--- src/hdl/dhcprp_pkg.sv ---
// shared types and constants for the dhcp reply parser
package dhcprp_pkg;

  localparam int MAC_BYTES     = 6;
  localparam int OPTIONS_START = 240;

  localparam int OFFSET_W   = 10;
  localparam int MAC_FIRST  = 28;
  localparam int MAC_LAST   = MAC_FIRST + MAC_BYTES - 1;
  localparam int CFG_MAC_BYTES = 6;

  localparam logic [OFFSET_W-1:0] OFFSET_MAX = {OFFSET_W{1'b1}};

  localparam logic [31:0] TID_RESET = 32'hADDE1223;

  // header bytes
  localparam logic [7:0] OP_REPLY = 8'd2;

  // option codes
  localparam logic [7:0] OPT_PAD      = 8'd0;
  localparam logic [7:0] OPT_SUBNET   = 8'd1;
  localparam logic [7:0] OPT_ROUTER   = 8'd3;
  localparam logic [7:0] OPT_DNS      = 8'd6;
  localparam logic [7:0] OPT_LEASE    = 8'd51;
  localparam logic [7:0] OPT_MSG_TYPE = 8'd53;
  localparam logic [7:0] OPT_SERVER   = 8'd54;
  localparam logic [7:0] OPT_END      = 8'd255;

  // configuration register indexes
  localparam int CFG_INDEX_W = 8;
  localparam logic [CFG_INDEX_W-1:0] CFG_CLIENT_MAC     = 8'd0;
  localparam logic [CFG_INDEX_W-1:0] CFG_TRANSACTION_ID = 8'd1;

  // held field slots
  localparam int H_OFFER  = 0;
  localparam int H_SUBNET = 1;
  localparam int H_ROUTER = 2;
  localparam int H_DNS    = 3;
  localparam int H_SERVER = 4;
  localparam int H_LEASE  = 5;
  localparam int H_COUNT  = 6;

  localparam int OUT_DATA_W = 208;

  typedef enum logic [1:0] {
    PH_CODE,
    PH_LEN,
    PH_VALUE
  } phase_t;

  typedef struct packed {
    logic        header_ok;
    logic [7:0]  message_type;
    logic [31:0] offered_ip;
    logic [31:0] subnet_mask;
    logic [31:0] gateway_ip;
    logic [31:0] name_server_ip;
    logic [31:0] server_ident;
    logic [31:0] lease_seconds;
  } result_t;

endpackage

--- src/hdl/dhcprp_parse.sv ---
// per-message parse state: header match, option walk and held fields
module dhcprp_parse import dhcprp_pkg::*; (
  input  logic        clk,
  input  logic        rst,
  input  logic        step,
  input  logic [7:0]  msg_byte,
  input  logic        last_byte,
  input  logic [47:0] client_mac,
  input  logic [31:0] transaction_id,
  output result_t     result
);

  logic [OFFSET_W-1:0] byte_offset, byte_offset_next;
  logic                header_match, header_match_next;
  logic [31:0]         staged_offer, staged_offer_next;
  phase_t              option_phase, option_phase_next;
  logic [7:0]          option_code, option_code_next;
  logic [7:0]          option_length, option_length_next;
  logic [7:0]          value_remaining, value_remaining_next;
  logic [31:0]         value_shift, value_shift_next;
  logic                options_done, options_done_next;
  logic [7:0]          type_seen, type_seen_next;
  logic [31:0]         held [H_COUNT];
  logic [31:0]         held_next [H_COUNT];

  logic                in_options;
  logic [7:0]          value_idx;
  logic [7:0]          remaining_dec;
  logic [OFFSET_W-1:0] mac_pos;
  logic [7:0]          mac_want;
  logic [7:0]          tid_want;
  logic                ok;

  assign in_options    = (byte_offset >= OFFSET_W'(OPTIONS_START)) && !options_done;
  assign value_idx     = option_length - value_remaining;
  assign remaining_dec = value_remaining - 8'd1;
  assign mac_pos       = OFFSET_W'(MAC_LAST) - byte_offset;
  assign tid_want      = transaction_id[{~byte_offset[1:0], 3'b000} +: 8];

  always_comb begin
    mac_want = '0;
    if (mac_pos < OFFSET_W'(CFG_MAC_BYTES)) begin
      case (mac_pos[2:0])
        3'd0:    mac_want = client_mac[7:0];
        3'd1:    mac_want = client_mac[15:8];
        3'd2:    mac_want = client_mac[23:16];
        3'd3:    mac_want = client_mac[31:24];
        3'd4:    mac_want = client_mac[39:32];
        3'd5:    mac_want = client_mac[47:40];
        default: mac_want = '0;
      endcase
    end
  end

  // option walk phase
  always_comb begin
    option_phase_next = option_phase;
    if (in_options) begin
      case (option_phase)
        PH_CODE: begin
          if (msg_byte != OPT_END && msg_byte != OPT_PAD) option_phase_next = PH_LEN;
        end
        PH_LEN: begin
          option_phase_next = (msg_byte == 8'd0) ? PH_CODE : PH_VALUE;
        end
        PH_VALUE: begin
          if (remaining_dec == 8'd0) option_phase_next = PH_CODE;
        end
        default: option_phase_next = PH_CODE;
      endcase
    end
  end

  // header checks, option values and captures
  always_comb begin
    header_match_next    = header_match;
    staged_offer_next    = staged_offer;
    option_code_next     = option_code;
    option_length_next   = option_length;
    value_remaining_next = value_remaining;
    value_shift_next     = value_shift;
    options_done_next    = options_done;
    type_seen_next       = type_seen;
    for (int i = 0; i < H_COUNT; i++) held_next[i] = held[i];

    if (byte_offset == '0 && msg_byte != OP_REPLY) header_match_next = 1'b0;
    if (byte_offset >= OFFSET_W'(4) && byte_offset <= OFFSET_W'(7) && tid_want != msg_byte)
      header_match_next = 1'b0;
    if (byte_offset >= OFFSET_W'(16) && byte_offset <= OFFSET_W'(19))
      staged_offer_next = {staged_offer[23:0], msg_byte};
    if (byte_offset >= OFFSET_W'(MAC_FIRST) && byte_offset <= OFFSET_W'(MAC_LAST) &&
        mac_want != msg_byte)
      header_match_next = 1'b0;

    if (in_options) begin
      case (option_phase)
        PH_CODE: begin
          if (msg_byte == OPT_END) options_done_next = 1'b1;
          else if (msg_byte != OPT_PAD) option_code_next = msg_byte;
        end
        PH_LEN: begin
          option_length_next   = msg_byte;
          value_remaining_next = msg_byte;
          value_shift_next     = '0;
        end
        PH_VALUE: begin
          if (value_idx < 8'd4) value_shift_next = {value_shift[23:0], msg_byte};
          if (header_match_next) begin
            if (option_code == OPT_MSG_TYPE && value_idx == 8'd0) type_seen_next = msg_byte;
            if (value_idx == 8'd3) begin
              case (option_code)
                OPT_SUBNET: held_next[H_SUBNET] = value_shift_next;
                OPT_ROUTER: held_next[H_ROUTER] = value_shift_next;
                OPT_DNS:    held_next[H_DNS]    = value_shift_next;
                OPT_SERVER: held_next[H_SERVER] = value_shift_next;
                OPT_LEASE:  held_next[H_LEASE]  = value_shift_next;
                default:    ;
              endcase
            end
          end
          value_remaining_next = remaining_dec;
        end
        default: ;
      endcase
    end

    // too short a message never reaches the whole hardware address
    ok = header_match_next && (byte_offset >= OFFSET_W'(MAC_LAST));
    if (last_byte && ok) held_next[H_OFFER] = staged_offer_next;

    byte_offset_next = (byte_offset == OFFSET_MAX) ? byte_offset : byte_offset + 1'b1;
  end

  always_comb begin
    result.header_ok      = ok;
    result.message_type   = ok ? type_seen_next : 8'd0;
    result.offered_ip     = held_next[H_OFFER];
    result.subnet_mask    = held_next[H_SUBNET];
    result.gateway_ip     = held_next[H_ROUTER];
    result.name_server_ip = held_next[H_DNS];
    result.server_ident   = held_next[H_SERVER];
    result.lease_seconds  = held_next[H_LEASE];
  end

  always_ff @(posedge clk) begin
    if (rst) begin
      byte_offset     <= '0;
      header_match    <= 1'b1;
      staged_offer    <= '0;
      option_phase    <= PH_CODE;
      option_code     <= '0;
      option_length   <= '0;
      value_remaining <= '0;
      value_shift     <= '0;
      options_done    <= 1'b0;
      type_seen       <= '0;
      for (int i = 0; i < H_COUNT; i++) held[i] <= '0;
    end else if (step) begin
      for (int i = 0; i < H_COUNT; i++) held[i] <= held_next[i];
      if (last_byte) begin
        // start of the next message
        byte_offset     <= '0;
        header_match    <= 1'b1;
        staged_offer    <= '0;
        option_phase    <= PH_CODE;
        option_code     <= '0;
        option_length   <= '0;
        value_remaining <= '0;
        value_shift     <= '0;
        options_done    <= 1'b0;
        type_seen       <= '0;
      end else begin
        byte_offset     <= byte_offset_next;
        header_match    <= header_match_next;
        staged_offer    <= staged_offer_next;
        option_phase    <= option_phase_next;
        option_code     <= option_code_next;
        option_length   <= option_length_next;
        value_remaining <= value_remaining_next;
        value_shift     <= value_shift_next;
        options_done    <= options_done_next;
        type_seen       <= type_seen_next;
      end
    end
  end

endmodule

--- src/hdl/dhcp_reply_parser.sv ---
// dhcp reply parser top level: input register, parse state, result register
// a result goes from the input register through the parse logic into the result register once its last word is accepted
// throughput: one word per cycle; a waiting result stalls the input only on a last word
// the whole step for a word is the parse logic between input and result registers
// reset: synchronous; clears held fields and message state, loads the config defaults
module dhcp_reply_parser import dhcprp_pkg::*; (
  input  logic                   clk,
  input  logic                   rst,
  input  logic                   s_axis_tvalid,
  output logic                   s_axis_tready,
  input  logic [7:0]             s_axis_tdata,   // msg_byte
  input  logic                   s_axis_tlast,   // last_byte
  output logic                   m_axis_tvalid,
  input  logic                   m_axis_tready,
  // header_ok, message_type, offered_ip, subnet_mask, gateway_ip,
  // name_server_ip, server_ident, lease_seconds, zero fill
  output logic [OUT_DATA_W-1:0]  m_axis_tdata,
  input  logic                   cfg_valid,
  output logic                   cfg_ready,
  input  logic [CFG_INDEX_W-1:0] cfg_index,
  input  logic [47:0]            cfg_data
);

  logic        in_valid;
  logic [7:0]  in_byte;
  logic        in_last;
  logic        out_free;
  logic        advance;
  logic [47:0] client_mac;
  logic [31:0] transaction_id;
  result_t     result;
  result_t     out_result;

  assign out_free      = !m_axis_tvalid || m_axis_tready;
  assign advance       = in_valid && (!in_last || out_free);
  assign s_axis_tready = !in_valid || advance;
  assign cfg_ready     = 1'b1;

  always_ff @(posedge clk) begin
    if (rst) begin
      client_mac     <= '0;
      transaction_id <= TID_RESET;
    end else if (cfg_valid) begin
      case (cfg_index)
        CFG_CLIENT_MAC:     client_mac     <= cfg_data;
        CFG_TRANSACTION_ID: transaction_id <= cfg_data[31:0];
        default:            ;
      endcase
    end
  end

  always_ff @(posedge clk) begin
    if (rst) begin
      in_valid <= 1'b0;
    end else if (s_axis_tready) begin
      in_valid <= s_axis_tvalid;
    end
  end

  always_ff @(posedge clk) begin
    if (s_axis_tready && s_axis_tvalid) begin
      in_byte <= s_axis_tdata;
      in_last <= s_axis_tlast;
    end
  end

  dhcprp_parse u_parse (
    .clk            (clk),
    .rst            (rst),
    .step           (advance),
    .msg_byte       (in_byte),
    .last_byte      (in_last),
    .client_mac     (client_mac),
    .transaction_id (transaction_id),
    .result         (result)
  );

  always_ff @(posedge clk) begin
    if (rst) begin
      m_axis_tvalid <= 1'b0;
    end else if (out_free) begin
      m_axis_tvalid <= advance && in_last;
    end
  end

  always_ff @(posedge clk) begin
    if (advance && in_last) out_result <= result;
  end

  assign m_axis_tdata = {7'd0,
                         out_result.lease_seconds,
                         out_result.server_ident,
                         out_result.name_server_ip,
                         out_result.gateway_ip,
                         out_result.subnet_mask,
                         out_result.offered_ip,
                         out_result.message_type,
                         out_result.header_ok};

endmodule

--- config.mk ---
export PLATFORM = sky130hd
export DESIGN_NAME = dhcp_reply_parser
export DESIGN_NICKNAME = d
export VERILOG_FILES = /design/src/hdl/dhcprp_pkg.sv /design/src/hdl/dhcprp_parse.sv /design/src/hdl/dhcp_reply_parser.sv
export SDC_FILE = /design/constraint.sdc
export NUM_CORES = 1
export LEC_CHECK = 0
export BUFFER_PORTS_ARGS = -buffer_cell sky130_fd_sc_hd__buf_2
export CAP_MARGIN = 20
export CORE_MARGIN = 2
export CORE_UTILIZATION = 47
export CTS_CLUSTER_DIAMETER = 200
export DETAILED_ROUTE_END_ITERATION = 6
export PLACE_DENSITY = 0.7
export SYNTH_ARGS = -nofsm -noshare
export SYNTH_HDL_FRONTEND = slang
export SYNTH_SLANG_ARGS = --single-unit
--- constraint.sdc ---
create_clock -name clk -period 8.6 [get_ports clk]
set_clock_uncertainty 0.2 [all_clocks]
set_input_delay 0.86 -clock clk [delete_from_list [all_inputs] [get_ports clk]]
set_output_delay 0.86 -clock clk [all_outputs]
set_load 0.05 [all_outputs]
==> metrics.md <==
| Metric | Value |
|---|---|
| Status | `finished clean` |
| Delay-heaviest family, CP | `compound AO/OA/AOI/OAI gates` |
| Max incr delay on CP | `0.83 ns` |
| Clock Path Buffers | `3` |
| Final Worst Setup Slack | `3.48 ns` |
| Crit. End Element | `flip-flop` |
| Share of cells above drive strength 1 | `20.4%` |
| Crit path DAT | `approximately 5.3 ns` |
| Non-filler instance count after layout | `3153` |
| Async SR Flop Fraction | `0%` |
| Pwr/cell area | `215 nW/µm²` |
| FF+latch count, synth | `594` |
| Vias in the first global route | `17418` |
| Global Route Usage Sum | `21.9%` |
| Fill count | `about 4500` |
| Routed vias | `approximately 18000` |
| Syn Inst Count | `2203` |
| CP Buf/Inv Count | `3` |
| Critical path class | `flip-flop to flip-flop` |
| Ports | `281` |
| Worst min path class | `input port to flip-flop` |
| CP max-delay cell | `dfxtp_1` |
| Reg2reg path depth | `10` |
| Post-synth top area cell | `edfxtp_1` |
| CP dominant cell by count | `inv_1` |
| Min-Delay Path Depth | `1` |
| Num CTS Buffers | `60` |
| Drt wl/cell | `19.9 µm` |
| Synth Warn # | `0` |
| Rel. slew slack | `a little over a quarter` |
| Final Max Slew Viols | `0` |
| Smallest hold slack | `0.232 ns` |
| Die area | `56100 µm²` |
| TritonCTS clock tree | `yes` |
| First-pass GRT wire length | `around 98 mm` |
| Worst Max-Slew Pin Slew | `between 1 and 1.5 ns` |
| H-tree Lvls | `2` |
| Detailed Routing Iterations Pass 1 | `5` |
| Largest net degree at the start of global routing | `~140` |
| Yosys top cell area share | `47.4%` |
| Clk_lat worst skew | `0.62 ns` |
| Die Ht | `237 µm` |
| Worst path required time | `8.76 ns` |
| Max Cap Viol | `0` |
| Starting density of the core | `47.4%` |
| Setup TNS | `0 ns` |
| Hold path endpoint | `in_byte[3]$_DFFE_PP_` |
| Nets | `roughly 2500` |
| Root Buffer | `clkbuf_16` |
| Placed cells | `3028` |
| Top area cells in the synthesized netlist | `edfxtp_1, dfxtp_1, a21oi_1` |
| Die width | `between 200 and 250 µm` |
| Setup bufs post-CTS | `0` |
| Post-synth EDFFs | `between 400 and 500` |
| F_max | `0.195 GHz` |
| FF-to-FF setup slack | `3.48 ns` |
| Initial antenna violation count | `1` |
| Post-synthesis sequential area ratio | `62.5%` |
| Tmin final | `5.12 ns` |
| Fin. Hold Viols | `0` |
| Total Wirelength | `62.7 mm` |
| Crit start category | `flip-flop` |
| Final worst path period share | `59.5%` |
| Grt total ovfl | `0` |
| Max VDD drop | `0.000149 V` |
| DRC viols | `0` |
| CTS sink count | `594` |
| Area Overhead vs Synth | `15.7%` |
| Fin util | `between 50% and 60%` |
| Dpl ws | `3.59 ns` |
| Row cnt | `85` |
| Hold Crit Start | `s_axis_tdata[3]` |
| RSZ-0062 raised after global routing | `false` |
| Worst-path fanout max | `64` |
| Post-CTS sizing | `0` |
| Routability cong. | `0.843` |
| Syn_area_per_cell | `11.6 µm²` |
| Most frequent cells after synthesis | `edfxtp_1, a21oi_1, nor2_1, nand2_1, dfxtp_1` |
| Leakage | `10.8 nW` |
| Core area | `53700 µm²` |
| Hold_buf cts | `0` |
| Reg clk slew, reported paths | `around 0.060 ns` |
| Area of the mapped netlist | `25500 µm²` |
| Post-DRT Antenna Nets | `0` |
| Synth cell types | `74` |
| Placed wire-length estimate | `39.3 mm` |
| Setup violators final | `0` |
| RR Startpoint | `u_parse.byte_offset[1]$_SDFFE_PP0P_` |
| Port buffer count | `272` |
| Reg2reg end | `m_axis_tdata[24]$_DFFE_PP_` |
| Vias per cell | `between 5 and 6` |
| Most common cell in the netlist | `edfxtp_1` |
| Crit-path cells | `inv_1 -> ha_1 -> inv_1 -> a221oi_1 -> a2bb2o_1 -> a211o_1 -> a2111oi_4 -> o211ai_1 -> buf_4 -> mux2_2` |
| Ys flop type | `edfxtp_1` |
| First-iteration detailed-routing DRC count | `1417` |
==> registers in the layout (all words and copies together) (netlist names), 10 cells and up <==
register              cells
m_axis_tdata            201
u_parse.held            192
client_mac               48
transaction_id           32
u_parse.staged_offer     32
u_parse.value_shift      32
u_parse.byte_offset      10
==> layout make-up <==
cell class              count  area, µm²  share of cell area, %
multi-input cells        1413       8770                   29.8
flip-flops and latches    594      15900                   54.0
inverters                  22       90.1                  0.306
repair buffers            313       1760                   5.97
clock buffers              77       1630                   5.52
well taps                 696        871                   2.96
diodes                      1       2.50                0.00849
clock inverters            37        430                   1.46
==> cells by family (layout without fill, tap and decap cells) <==
logic type | after synthesis | after routing | synth area share, %
buf+inv | 202 | 449 | 3.51
simple gates | 623 | 623 | 10.4
fa+ha+maj | 16 | 16 | 0.815
xor+xnor | 24 | 24 | 0.825
mux | 146 | 146 | 6.45
flops | 594 | 594 | 62.5
compound gates | 596 | 596 | 15.5
other cells | 2 | 9 | 0.0295
==> cells in the final DEF, fill, tap and decap left out, types with 5 or more instances in the layout <==
master,count
a211oi_1,162
a211oi_4,5
a21oi_1,256
a22o_1,41
a22oi_1,62
a31oi_1,5
and2_1,9
and3_1,15
buf_2,271
buf_4,36
bufinv_16,8
clkbuf_1,13
clkbuf_16,62
clkinv_1,9
clkinv_2,11
clkinvlp_4,5
conb_1,8
dfxtp_1,192
edfxtp_1,402
ha_1,15
inv_1,21
mux2_2,65
mux2i_1,73
mux4_2,8
nand2_1,251
nand2b_1,9
nand3_1,12
nand3b_1,17
nand4_1,8
nor2_1,252
nor2b_1,6
nor3_1,19
o211ai_1,6
o21ai_0,12
or3_1,5
xnor2_1,19
xor2_1,5
==> per-stage QoR <==
step	total power [W]	cell area [µm²]
2_1_floorplan	0.00356	25500
3_3_place_gp	0.00367	27200
3_5_place_dp	0.00368	27300
4_1_cts	0.00637	29300
5_1_grt	0.00653	29500
6_report	0.00632	29500
==> per-layer routing <==
| layer | global-route usage [%] | vias to the layer above | share of wire (%) |
|---|---|---|---|
| li1 | - | 8583 | - |
| met1 | 29.7 | 8867 | 42 |
| met2 | 35.7 | 664 | 48 |
| met3 | 4.22 | 93 | 7.2 |
| met4 | 6.48 | 0 | 2.5 |
| met5 | 0 | - | 0 |
==> worst max path at each step <==
| stage | startpoint | to | slack, ns | depth (start not counted) |
|---|---|---|---|---|
| CTS | u_parse.byte_offset[1]$_SDFFE_PP0P_ | m_axis_tdata[24]$_DFFE_PP_ | 3.54 | 10 |
| floorplan | rst | u_parse.staged_offer[24]$_SDFFE_PP0P_ | 1.45 | 4 |
| global route | u_parse.byte_offset[1]$_SDFFE_PP0P_ | m_axis_tdata[19]$_DFFE_PP_ | 3.25 | 10 |
| finish | u_parse.byte_offset[1]$_SDFFE_PP0P_ | m_axis_tdata[24]$_DFFE_PP_ | 3.48 | 10 |
| detailed placement | u_parse.byte_offset[1]$_SDFFE_PP0P_ | m_axis_tdata[24]$_DFFE_PP_ | 3.59 | 10 |
| global placement | u_parse.byte_offset[0]$_SDFFE_PP0P_ | m_axis_tdata[24]$_DFFE_PP_ | 3.66 | 10 |
==> report_power, final <==
part	total, W	switching, W	leakage [nW]	internal, W
registers	0.00318	0.0000352	5.58	0.00315
clock network	0.00270	0.00112	0.991	0.00158
logic	0.000438	0.000323	4.19	0.000115
total	0.00632	0.00148	10.8	0.00484
Note: power is estimated with default switching activity, not from simulation.
